$ cat src/clkmux_pkg.sv
package clkmux_pkg;

   localparam int NUM_DIGITS = 6;
   localparam int POS_W      = $clog2(NUM_DIGITS);
   localparam int KEY_POS    = NUM_DIGITS - 1;

   localparam int CSR_IDX_W = 1;
   localparam logic [CSR_IDX_W-1:0] CSR_TICKS_PER_SECOND = 1'b0;
   localparam logic [CSR_IDX_W-1:0] CSR_KEY_HOLD_TICKS   = 1'b1;

   localparam logic [5:0] SEC_LAST  = 6'd59;
   localparam logic [5:0] MIN_LAST  = 6'd59;
   localparam logic [4:0] HOUR_LAST = 5'd23;

   // time and key overlay after the current tick
   typedef struct packed {
      logic [4:0] hours;
      logic [5:0] minutes;
      logic [5:0] seconds;
      logic       key_shown;
      logic [3:0] key_digit;
   } disp_state_type;

   // tens digit of a value below 64 (compare chain, no divider)
   function automatic logic [3:0] tens_of(input logic [5:0] v);
      logic [3:0] t;
      if (v >= 6'd60)      t = 4'd6;
      else if (v >= 6'd50) t = 4'd5;
      else if (v >= 6'd40) t = 4'd4;
      else if (v >= 6'd30) t = 4'd3;
      else if (v >= 6'd20) t = 4'd2;
      else if (v >= 6'd10) t = 4'd1;
      else                 t = 4'd0;
      return t;
   endfunction

   function automatic logic [3:0] ones_of(input logic [5:0] v);
      logic [5:0] tens_x10;
      logic [5:0] rem;
      tens_x10 = {2'b00, tens_of(v)} * 6'd10;
      rem      = v - tens_x10;
      return rem[3:0];
   endfunction

   // segment pattern, bit0 = a .. bit6 = g; codes above nine are blank
   function automatic logic [6:0] seg_pattern(input logic [3:0] d);
      logic [6:0] s;
      case (d)
         4'd0: s = 7'h3F;
         4'd1: s = 7'h06;
         4'd2: s = 7'h5B;
         4'd3: s = 7'h4F;
         4'd4: s = 7'h66;
         4'd5: s = 7'h6D;
         4'd6: s = 7'h7D;
         4'd7: s = 7'h07;
         4'd8: s = 7'h7F;
         4'd9: s = 7'h6F;
         default: s = 7'h00;
      endcase
      return s;
   endfunction

endpackage

$ cat src/clkmux_time.sv
module clkmux_time (
   input  logic                      clock,
   input  logic                      reset,
   input  logic                      accept,
   input  logic                      key_press,
   input  logic [3:0]                key_code,
   input  logic [15:0]               ticks_per_second,
   input  logic [15:0]               key_hold_ticks,
   output clkmux_pkg::disp_state_type next_state
);
   import clkmux_pkg::*;

   logic [15:0] prescaler_ff, prescaler_in;
   logic [5:0]  seconds_ff, seconds_in;
   logic [5:0]  minutes_ff, minutes_in;
   logic [4:0]  hours_ff, hours_in;
   logic        key_shown_ff, key_shown_in;
   logic [15:0] key_timer_ff, key_timer_in;
   logic [3:0]  key_digit_ff, key_digit_in;
   logic [15:0] prescaler_inc;
   logic        sec_tick;
   logic        shown_mid;
   logic [15:0] timer_mid;

   always_comb begin
      prescaler_inc = prescaler_ff + 16'd1;
      sec_tick      = (prescaler_inc == ticks_per_second);
      prescaler_in  = sec_tick ? 16'd0 : prescaler_inc;

      seconds_in = seconds_ff;
      minutes_in = minutes_ff;
      hours_in   = hours_ff;
      if (sec_tick) begin
         if (seconds_ff >= SEC_LAST) begin
            seconds_in = 6'd0;
            if (minutes_ff >= MIN_LAST) begin
               minutes_in = 6'd0;
               hours_in   = (hours_ff >= HOUR_LAST) ? 5'd0 : hours_ff + 5'd1;
            end else begin
               minutes_in = minutes_ff + 6'd1;
            end
         end else begin
            seconds_in = seconds_ff + 6'd1;
         end
      end

      // press first, then hold timer count-up
      shown_mid    = key_press ? 1'b1 : key_shown_ff;
      timer_mid    = key_press ? 16'd0 : key_timer_ff;
      key_digit_in = key_press ? key_code : key_digit_ff;
      key_timer_in = timer_mid;
      key_shown_in = shown_mid;
      if (shown_mid) begin
         key_timer_in = timer_mid + 16'd1;
         if (key_timer_in == key_hold_ticks) key_shown_in = 1'b0;
      end

      next_state.hours     = hours_in;
      next_state.minutes   = minutes_in;
      next_state.seconds   = seconds_in;
      next_state.key_shown = key_shown_in;
      next_state.key_digit = key_digit_in;
   end

   always_ff @(posedge clock) begin
      if (reset) begin
         prescaler_ff <= '0;
         seconds_ff   <= '0;
         minutes_ff   <= '0;
         hours_ff     <= '0;
         key_shown_ff <= 1'b0;
         key_timer_ff <= '0;
         key_digit_ff <= '0;
      end else if (accept) begin
         prescaler_ff <= prescaler_in;
         seconds_ff   <= seconds_in;
         minutes_ff   <= minutes_in;
         hours_ff     <= hours_in;
         key_shown_ff <= key_shown_in;
         key_timer_ff <= key_timer_in;
         key_digit_ff <= key_digit_in;
      end
   end

endmodule

$ cat src/clkmux_disp.sv
module clkmux_disp (
   input  logic                                clock,
   input  logic                                reset,
   input  logic                                accept,
   input  logic                                out_taken,
   input  clkmux_pkg::disp_state_type          cur_state,
   output logic                                out_valid,
   output logic [6:0]                          segments,
   output logic [clkmux_pkg::NUM_DIGITS-1:0]   digit_select,
   output logic [4:0]                          hours_now,
   output logic [5:0]                          minutes_now,
   output logic [5:0]                          seconds_now
);
   import clkmux_pkg::*;

   logic [POS_W-1:0]      pos_ff, pos_in, pos_eff;
   logic                  valid_ff;
   logic [6:0]            seg_ff, seg_in;
   logic [NUM_DIGITS-1:0] sel_ff, sel_in;
   logic [4:0]            hours_ff;
   logic [5:0]            minutes_ff, seconds_ff;
   logic [3:0]            digit;
   logic [5:0]            hours_ext;

   always_comb begin
      pos_eff   = (pos_ff >= POS_W'(NUM_DIGITS)) ? '0 : pos_ff;
      hours_ext = {1'b0, cur_state.hours};
      case (pos_eff)
         POS_W'(0): digit = tens_of(hours_ext);
         POS_W'(1): digit = ones_of(hours_ext);
         POS_W'(2): digit = tens_of(cur_state.minutes);
         POS_W'(3): digit = ones_of(cur_state.minutes);
         POS_W'(4): digit = tens_of(cur_state.seconds);
         default:   digit = ones_of(cur_state.seconds);
      endcase
      if (pos_eff == POS_W'(KEY_POS) && cur_state.key_shown) digit = cur_state.key_digit;
      seg_in = seg_pattern(digit);
      sel_in = NUM_DIGITS'(1) << pos_eff;
      pos_in = (pos_eff == POS_W'(NUM_DIGITS - 1)) ? '0 : pos_eff + POS_W'(1);
   end

   always_ff @(posedge clock) begin
      if (reset) begin
         pos_ff   <= '0;
         valid_ff <= 1'b0;
      end else if (accept) begin
         pos_ff   <= pos_in;
         valid_ff <= 1'b1;
      end else if (out_taken) begin
         valid_ff <= 1'b0;
      end
   end

   always_ff @(posedge clock) begin
      if (accept) begin
         seg_ff     <= seg_in;
         sel_ff     <= sel_in;
         hours_ff   <= cur_state.hours;
         minutes_ff <= cur_state.minutes;
         seconds_ff <= cur_state.seconds;
      end
   end

   assign out_valid    = valid_ff;
   assign segments     = seg_ff;
   assign digit_select = sel_ff;
   assign hours_now    = hours_ff;
   assign minutes_now  = minutes_ff;
   assign seconds_now  = seconds_ff;

endmodule

$ cat src/clock_with_multiplexed_display.sv
// The response to an accepted request is registered. Throughput: one request per cycle
// while rsp_tready is high; the single output register frees when the response is
// taken, so req_tready follows rsp_tready in the same cycle.
// Reset (synchronous, active high): time, prescaler, key overlay and digit
// position clear to zero; ticks_per_second returns to 500, key_hold_ticks to 1000.
module clock_with_multiplexed_display (
   input  logic        clock,
   input  logic        reset,
   // request channel
   input  logic        req_tvalid,
   output logic        req_tready,
   input  logic [7:0]  req_tdata,   // [3:0] key_code, [7:4] zero
   input  logic        req_tuser,   // [0] key_press
   // response channel
   output logic        rsp_tvalid,
   input  logic        rsp_tready,
   output logic [23:0] rsp_tdata,   // [6:0] segments, [11:7] hours_now,
                                    // [17:12] minutes_now, [23:18] seconds_now
   output logic [5:0]  rsp_tuser,   // [5:0] digit_select
   // register write channel
   input  logic        csr_valid,
   output logic        csr_ready,
   input  logic [clkmux_pkg::CSR_IDX_W-1:0] csr_index,
   input  logic [15:0] csr_data
);
   import clkmux_pkg::*;

   logic [15:0]    ticks_per_second_ff;
   logic [15:0]    key_hold_ticks_ff;
   logic           accept;
   disp_state_type cur_state;
   logic [6:0]     segments;
   logic [4:0]     hours_now;
   logic [5:0]     minutes_now, seconds_now;

   // output slot free, or being emptied this cycle
   assign req_tready = !rsp_tvalid || rsp_tready;
   assign accept     = req_tvalid && req_tready;
   assign csr_ready  = 1'b1;

   always_ff @(posedge clock) begin
      if (reset) begin
         ticks_per_second_ff <= 16'd500;
         key_hold_ticks_ff   <= 16'd1000;
      end else if (csr_valid) begin
         case (csr_index)
            CSR_TICKS_PER_SECOND: ticks_per_second_ff <= csr_data;
            CSR_KEY_HOLD_TICKS:   key_hold_ticks_ff   <= csr_data;
            default: ;
         endcase
      end
   end

   // prescaler, hh:mm:ss counters and key hold timer
   clkmux_time u_time (
      .clock            (clock),
      .reset            (reset),
      .accept           (accept),
      .key_press        (req_tuser),
      .key_code         (req_tdata[3:0]),
      .ticks_per_second (ticks_per_second_ff),
      .key_hold_ticks   (key_hold_ticks_ff),
      .next_state       (cur_state)
   );

   // digit scan, segment decode and response register
   clkmux_disp u_disp (
      .clock        (clock),
      .reset        (reset),
      .accept       (accept),
      .out_taken    (rsp_tready),
      .cur_state    (cur_state),
      .out_valid    (rsp_tvalid),
      .segments     (segments),
      .digit_select (rsp_tuser),
      .hours_now    (hours_now),
      .minutes_now  (minutes_now),
      .seconds_now  (seconds_now)
   );

   assign rsp_tdata = {seconds_now, minutes_now, hours_now, segments};

endmodule

$ cat config.mk
export PLATFORM = sky130hd
export DESIGN_NAME = clock_with_multiplexed_display
export DESIGN_NICKNAME = d
export VERILOG_FILES = /design/src/clkmux_pkg.sv /design/src/clkmux_time.sv /design/src/clkmux_disp.sv /design/src/clock_with_multiplexed_display.sv
export SDC_FILE = /design/constraint.sdc
export NUM_CORES = 1
export LEC_CHECK = 0
export BUFFER_PORTS_ARGS = -buffer_cell sky130_fd_sc_hd__buf_2
export CORE_MARGIN = 2
export CORE_UTILIZATION = 50
export DETAILED_ROUTE_END_ITERATION = 6
export GPL_TIMING_DRIVEN = 0
export PLACE_DENSITY = 0.7
export SKIP_LAST_GASP = 1
export SLEW_MARGIN = 20
export SYNTH_ARGS = -nofsm -noshare
export SYNTH_HDL_FRONTEND = slang
export SYNTH_HIERARCHICAL = 1
export SYNTH_SLANG_ARGS = --single-unit
$ cat constraint.sdc
create_clock -name clock -period 4.9 [get_ports clock]
set_input_delay 0.245 -clock clock [delete_from_list [all_inputs] [get_ports clock]]
set_output_delay 0.245 -clock clock [all_outputs]
set_load 0.01 [all_outputs]
==> results.md, run 1 <==
* Reg clk slew, reported paths at about 0.050 ns
* Die width at 131 um
* Seq cells post-synth at between 100 and 150
* Clock Latency Late Sink at between 0.4 and 0.5 ns
* Critical path's slowest cell: or3b_1
* Largest net degree at the start of global routing at 29
* Post-Route WL at 20.7 mm
* Die Area at around 0.017 mm2
* Antenna-violating nets left at 0
* DRT Pass-1 Iters at 6
* Post-synthesis adder-cell area fraction at 2.87%
* Post-Synth Simple-Gate Area at 29.0%
* Post-synthesis mux area share at 5.95%
* Io pins at 64
* Fin util at 62.7%
* M2 GR Usage at about two fifths
* Yosys warns at 6
* Most frequent cell after synthesis: dfxtp_1
* Main combinational cell family by area after synthesis: simple AND/OR/NAND/NOR gates
* Met3 Resource Use GR at 4.17%
* CTS root buf: clkbuf_16
* Global-route wire length before repair at 32.7 mm
* Filler cell count at 1350
* Worst-path cell chain: buf_2, nand3_2, nor4_4, xnor2_1, nand3_1, nor4_4, buf_6, a31o_4, o31ai_4, buf_4, buf_4, nor2b_1, o221ai_2, nand3_1, ha_2, fa_2, o21ai_0, or3b_1, a32o_1, buf_6, mux2_4
* CP Max Fanout at 9
* Post-synth EDFFs at 30
* Final Hold Fails at 0
* Crit Path Category: reg -> reg
* Core outline area at 0.0159 mm2
* CTS tree: built
* RSZ-0062 raised after global routing: true
* Antenna diodes at 0
* Worst Max-Slew Pin Slew at 0.957 ns
* Most frequent cells after synthesis: dfxtp_1, nor2_1, o21ai_0
* Ys async rst share at 0%
* Max stage delay on crit path at roughly 0.37 ns
* Iteration-0 DRC count of the detailed router at 613
* Nature of the critical path startpoint: register
* Post-route clock period utilization at a little over nine tenths
* VDD IR max at 0.249 mV
* Number of port buffers at 58
* Busiest grt layer: met2
* Initial Util at 51.1%
* Post-Synth XOR/XNOR Area at 4.16%
* Global Route Usage Sum at 23.2%
* Wire per inst at roughly 16 um
* Nets at 1098
* DP HPWL at 14.5 mm
* Synth Net Count at 980
* Post-Synthesis Cells at approximately 930
* Area contributors post-synth: dfxtp_1, edfxtp_1, mux2i_1
* # rows at 46
* Slew headroom at between 30 and 40%
* CTS max path bufs at 2
* Final setup vio count at 0
* CP endpoint kind: register
* Fraction of layout cells with a size suffix above 1 at 25.1%
* Mapped Area at roughly 0.0081 mm2
* Number of global-route vias before repair at 6519
* Layout Skew at 0.0101 ns
* CTS H-tree depth at 4
* Leakage at 3.94 nW
* Fmax at between 200 and 250 MHz
* Drt drc at 0
* Detail-routed via count per cell at 5.74
* Post-Place Cells at 1208
* Final RePlAce weighted congestion at 0.862
* GR Overflow Total at 0
* CTS Sinks at 120
* Count of cell types in the netlist at 115
* Outcome: finished clean
* Maxcap violations at 0
* Post-layout minimum cycle time at approximately 4.8 ns
* Seq/Total Area, Yosys at 33.3%
* Initial antenna violation count at 0
* Non-Filler Instances at 1279
* CTS buffer count at 17
* DR vias at about 7300
* Pwr/cell area at 262 mW/mm2
* Top-area cell type share of the netlist area at 22.2%
* Die Y at about 130 um
* Worst Path Required at slightly above 5 ns
* Most used flip-flop cell after synthesis: dfxtp_1
* Compound-gate portion of the synthesized area at 18.2%
* HP Class: in -> reg
* Avg Inst Size Synth at a little under 9 um2
* Max Slew Vio Count at 0
* Cell taking the most area after synthesis: dfxtp_1
* Met1 usage at 30.3%
* Area Growth Syn to Fin at 22.7%
* Worst EP arrival at 4.92 ns
## per-stage QoR
stage | power (mW) | hold slack (ns) | setup slack [ns] | instance area (um2) | TNS, ns
after floorplan | 1.27 | 0.314 | 0.0415 | 8120 | 0
after global placement | 1.34 | 0.468 | -0.929 | 8680 | -5.77
after detailed placement | 1.35 | 0.474 | -0.986 | 8700 | -6.25
after CTS | 2.61 | 0.0871 | 0.00515 | 9570 | 0
final | 2.61 | 0.0921 | 0.146 | 9960 | 0
after global routing | 2.69 | 0.102 | -0.113 | 9960 | -0.276
## cell families after synthesis
| family | count (synthesis) |
|---|---|
| AOI/OAI and AO/OA | 222 |
| xor gates and xnor gates | 37 |
| adders and majority gates | 17 |
| buffers and inverters | 100 |
| DFF | 120 |
| muxes | 46 |
| other | 1 |
| and+or+nand+nor | 390 |
## critical path: cells and delay by family, from the launching register on
kind | cells | cell delay (ns)
xor+xnor | 1 | 0.19
compound gates | 5 | 0.76
fa+ha+maj | 2 | 0.52
mux | 1 | 0.29
simple gates | 7 | 1.61
buf+inv | 5 | 0.81
flops | 1 | 0.30
## final timing paths
path	startpoint	to	slack [ns]	cells after the start
max	u_time/prescaler_ff[6]	u_disp/segments[2]	0.15	21
min	csr_data[4]	key_hold_ticks_ff[4]	0.09	3
max reg2reg	u_time/prescaler_ff[6]	u_disp/segments[2]	0.15	21
min reg2reg	u_time/key_digit_ff[1]	u_time/key_digit_ff[1]	0.48	2
## layer usage
layer | routed length (um) | share of wire (%)
met2 | 9970 | 48
met5 | 0 | 0
met1 | 9350 | 45
met4 | 448 | 2.2
met3 | 948 | 4.6
## sequential cells by signal, summed over array words and instances (netlist names)
name                 cells
key_hold_ticks_ff       16
ticks_per_second_ff     16
u_time/key_timer_ff     16
u_time/prescaler_ff     16
u_disp/segments          7
u_disp/digit_select      6
u_disp/minutes_now       6
u_disp/seconds_now       6
u_time/minutes_ff        6
u_time/seconds_ff        6
u_disp/hours_now         5
u_time/hours_ff          5
u_time/key_digit_ff      4
u_disp/pos_ff            3
u_disp/out_valid         1
u_time/key_shown_ff      1
## layout by cell type (no fill, tap or decap), types with 9 or more instances in the layout
master and count:
edfxtp_1 30, nor2b_1 13, nor2_1 72, nand2b_1 42, o21ai_0 63, clkbuf_16 18, dfxtp_1 88, o21a_1 9
a21oi_1 49, buf_6 10, nor3_1 26, buf_2 71, nand4_1 12, clkbuf_1 35, ha_1 9, xor2_1 16
nand3_1 18, and3_1 16, buf_4 50, nor3b_1 12, nand2_1 68, inv_1 25, mux2i_1 37, nand3b_1 11
xnor2_1 18
## report_power, final
group | leakage, nW | switching, mW | total (mW) | internal (mW)
registers | 1.02 | 0.0271 | 1.08 | 1.05
clock network | 0.282 | 0.438 | 1.26 | 0.823
logic | 2.64 | 0.155 | 0.266 | 0.111
## cell type report
class / count / area [um2] / area share [%]
Multi-Input combinational cell: 713 / 5200 / 52.2
Clock buffer: 23 / 469 / 4.71
Clock inverter: 8 / 120 / 1.21
Timing Repair Buffer: 99 / 616 / 6.18
Tap cell: 216 / 270 / 2.71
Buffer: 75 / 480 / 4.82
Sequential cell: 120 / 2710 / 27.2
Inverter: 25 / 93.8 / 0.942
## what timing repair did
item	CTS	global route
gates cloned	0	2
hold buffers	0	0
endpoints found under the hold margin	0	0
setup endpoints to repair	7	7
pin swaps	13	25
buffers inserted	16	22
gates resized for setup	41	49
(Power assumes the default switching activity.)
==> run 2, diff against run 1 <==
- CORE_ASPECT_RATIO: not set -> 1.25
- RECOVER_POWER: not set -> 100
==> run 2 against run 1 <==
  * Power rose by 3.6%
  * Core utilization shrank 0.23 points
  * Maximum frequency fell by 1.7%
  * Sequential power barely moved
  * Clock skew down 0.0026 ns
  * Worst setup slack got worse by 0.082 ns
  * Sequential share of layout area decreased by 0.18 points
==> results.md, run 2 (synthesized netlist as in run 1, its figures left out) <==
* Pwr/cell area at 269 mW/mm2 (+2.8%)
* Initial antenna violation count at 0 (unchanged)
* # rows at 52 (+13%)
* HP Class: in -> reg
* Worst Path Required at 5.08 ns (about the same)
* Post-Route WL at 21.8 mm (+5.1%)
* Reg2reg path depth at 21 (unchanged)
* DP HPWL at 14.7 mm (+1.5%)
* DRT Pass-1 Iters at 6 (unchanged)
* Final RePlAce weighted congestion at 0.895 (+3.8%)
* GR Overflow Total at 0 (unchanged)
* CTS buffer count at 17 (unchanged)
* Crit. path cell count at 21 (unchanged)
* Slew headroom at 13.5% (-22 points)
* Layout Skew at 0.00747 ns (-0.00259 ns)
* Crit Reg-Reg Endpoint: u_disp/segments[2]
* Final Hold Fails at 0 (unchanged)
* VDD IR max at 0.230 mV (-7.7%)
* Fin util at 62.5% (-0.23 points)
* Leakage at 3.95 nW (about the same)
* Number of port buffers at 58 (unchanged)
* Global Route Usage Sum at 24.2% (+1.1 points)
* Hold bufs inserted after CTS at 0 (unchanged)
* Drt drc at 0 (unchanged)
* CTS H-tree depth at 4 (unchanged)
* Critical path's slowest cell: nor4_4
* Filler cell count at 1387 (+2.7%)
* FF-to-FF Start: u_time/prescaler_ff[2]
* Wire per inst at 16.8 um (+4.0%)
* Die Area at 0.0173 mm2 (about the same)
* CTS tree: built
* Setup crit end: u_disp/segments[2]
* Worst-path cell chain: buf_6, nand4_1, nor4_4, a21o_1, nand4_1, nor3b_4, nand3_4, buf_6, nor2_2, o21a_1, buf_6, or2b_1, o221ai_2, nand3_1, ha_2, fa_2, o21ai_1, or3b_1, a32o_1, buf_6, mux2_4
* Most common cell after layout, fill and taps aside: dfxtp_1
* Number of global-route vias before repair at 6757 (+3.7%)
* Top delay family on crit path: simple AND/OR/NAND/NOR gates
* DR vias at 7515 (+2.3%)
* Antenna-violating nets left at 0 (unchanged)
* Most frequent cells in the layout: dfxtp_1, nor2_1, nand2_1
* Fraction of layout cells with a size suffix above 1 at 23.4% (-1.7 points)
* Worst Max-Slew Pin Slew at 1.30 ns (+0.340 ns)
* Final setup vio count at 0 (unchanged)
* Final instance area at 0.0100 mm2 (+0.79%)
* CTS max path bufs at 2 (unchanged)
* Initial Util at 50.5% (-0.59 points)
* CTS Sinks at 120 (unchanged)
* Post-route clock period utilization at 98.7% (+1.7 points)
* Worst EP arrival at 5.02 ns (+0.10 ns)
* RSZ-0062 raised after global routing: true
* Detail-routed via count per cell at 5.81 (+1.2%)
* Die Y at 146 um (+11%)
* Crit Path Category: reg -> reg
* CP endpoint kind: register
* Antenna diodes at 0 (unchanged)
* Placed Area at 0.00871 mm2 (about the same)
* Reg clk slew, reported paths at 0.06 ns (about the same)
* Clock Latency Late Sink at 0.43 ns (about the same)
* Largest net degree at the start of global routing at 27 (-6.9%)
* WP buf/inv at 4 (-1)
* R2R Setup Slk at 0.06 ns (-0.08 ns)
* Global-route wire length before repair at 34.0 mm (+3.8%)
* CTS root buf: clkbuf_16
* Fmax at 207 MHz (-1.7%)
* CP Max Fanout at 7 (-2)
* Crit. Startpoint: u_time/prescaler_ff[2]
* Max stage delay on crit path at 0.36 ns (about the same)
* Die width at 118 um (-10%)
* Max Slew Vio Count at 0 (unchanged)
* Post-layout minimum cycle time at 4.84 ns (+0.0818 ns)
* Nature of the critical path startpoint: register
* Maxcap violations at 0 (unchanged)
* Io pins at 64 (unchanged)
* Core outline area at 0.0161 mm2 (+1.2%)
* Crit path top cell by count: buf_6
* Iteration-0 DRC count of the detailed router at 618 (+0.82%)
* Nets at 1111 (+1.2%)
* Outcome: finished clean
* Area Growth Syn to Fin at 23.7%
[run 2: cell types whose count changed in the layout (fill, tap and decap cells not counted), sizes merged]
| cell | before | now |
|---|---|---|
| clkinv | 3 | 6 |
| bufinv | 3 | 5 |
| clkbuf | 58 | 88 |
| clkdlybuf4s15 | 1 | 0 |
| buf | 138 | 116 |
| clkinvlp | 2 | 4 |
[run 2: how the worst min path moves through the flow]
stage	from	end	depth (start not counted)
2_1_floorplan	reset	u_disp/out_valid	1
3_3_place_gp	u_time/key_digit_ff[2]	u_time/key_digit_ff[2]	2
3_5_place_dp	u_time/key_digit_ff[2]	u_time/key_digit_ff[2]	2
4_1_cts	csr_data[4]	key_hold_ticks_ff[4]	3
5_1_grt	csr_data[4]	key_hold_ticks_ff[4]	3
6_report	csr_data[4]	key_hold_ticks_ff[4]	3
[run 2: metal layers]
metal,share of wire [%],global-route usage [%],vias up,wire (um)
met2,50,41.6,255,10900
met1,42,28.8,3542,9040
met3,4.7,4.65,70,1030
met4,3.9,12.5,0,844
met5,0,0,-,0
li1,-,-,3648,-
[run 2: layout make-up]
cell class	count	area, um2	share of cell area, %
Multi-Input combinational cell	713	5190	51.7
Sequential cell	120	2710	27.0
Timing Repair Buffer	113	662	6.59
Buffer	74	477	4.75
Clock buffer	17	425	4.24
Tap cell	216	270	2.69
Clock inverter	15	208	2.07
Inverter	25	93.8	0.935
[run 2: power by group]
| part | internal (mW) | switching, mW | total (mW) | leakage [nW] |
|---|---|---|---|---|
| Combinational | 0.108 | 0.159 | 0.267 | 2.63 |
| Clock | 0.892 | 0.461 | 1.35 | 0.300 |
| Sequential | 1.05 | 0.0266 | 1.08 | 1.02 |
| Total | 2.05 | 0.647 | 2.70 | 3.95 |
[run 2: stage by stage]
step           TNS [ns]  power, mW  instances  hold slack, ns  setup WS [ns]
2_1_floorplan         0       1.27        933           0.314         0.0415
3_3_place_gp      -6.37       1.34       1207           0.467          -1.01
3_5_place_dp      -7.24       1.35       1208           0.473          -1.14
4_1_cts               0       2.71       1257          0.0885        0.00793
5_1_grt          -0.488       2.79       1293           0.103        -0.0941
6_report              0       2.70       1293          0.0944         0.0637
[run 2: repair_timing]
item,in CTS,in global routing
gates resized for setup,47,48
pin swaps,13,30
buffers inserted,17,33
setup endpoints to repair,7,7
cloned,0,4
[run 2: worst reg2reg max path, stage by stage, from the launching register on]
cell      delay [ns]
dfxtp_2         0.34
buf_6           0.12
nand4_1         0.15
nor4_4          0.36
a21o_1          0.15
nand4_1         0.19
nor3b_4         0.28
nand3_4         0.19
buf_6           0.18
nor2_2          0.09
o21a_1          0.21
buf_6           0.13
or2b_1          0.24
o221ai_2        0.18
nand3_1         0.12
ha_2            0.20
fa_2            0.33
o21ai_1         0.07
or3b_1          0.35
a32o_1          0.27
buf_6           0.13
mux2_4          0.28
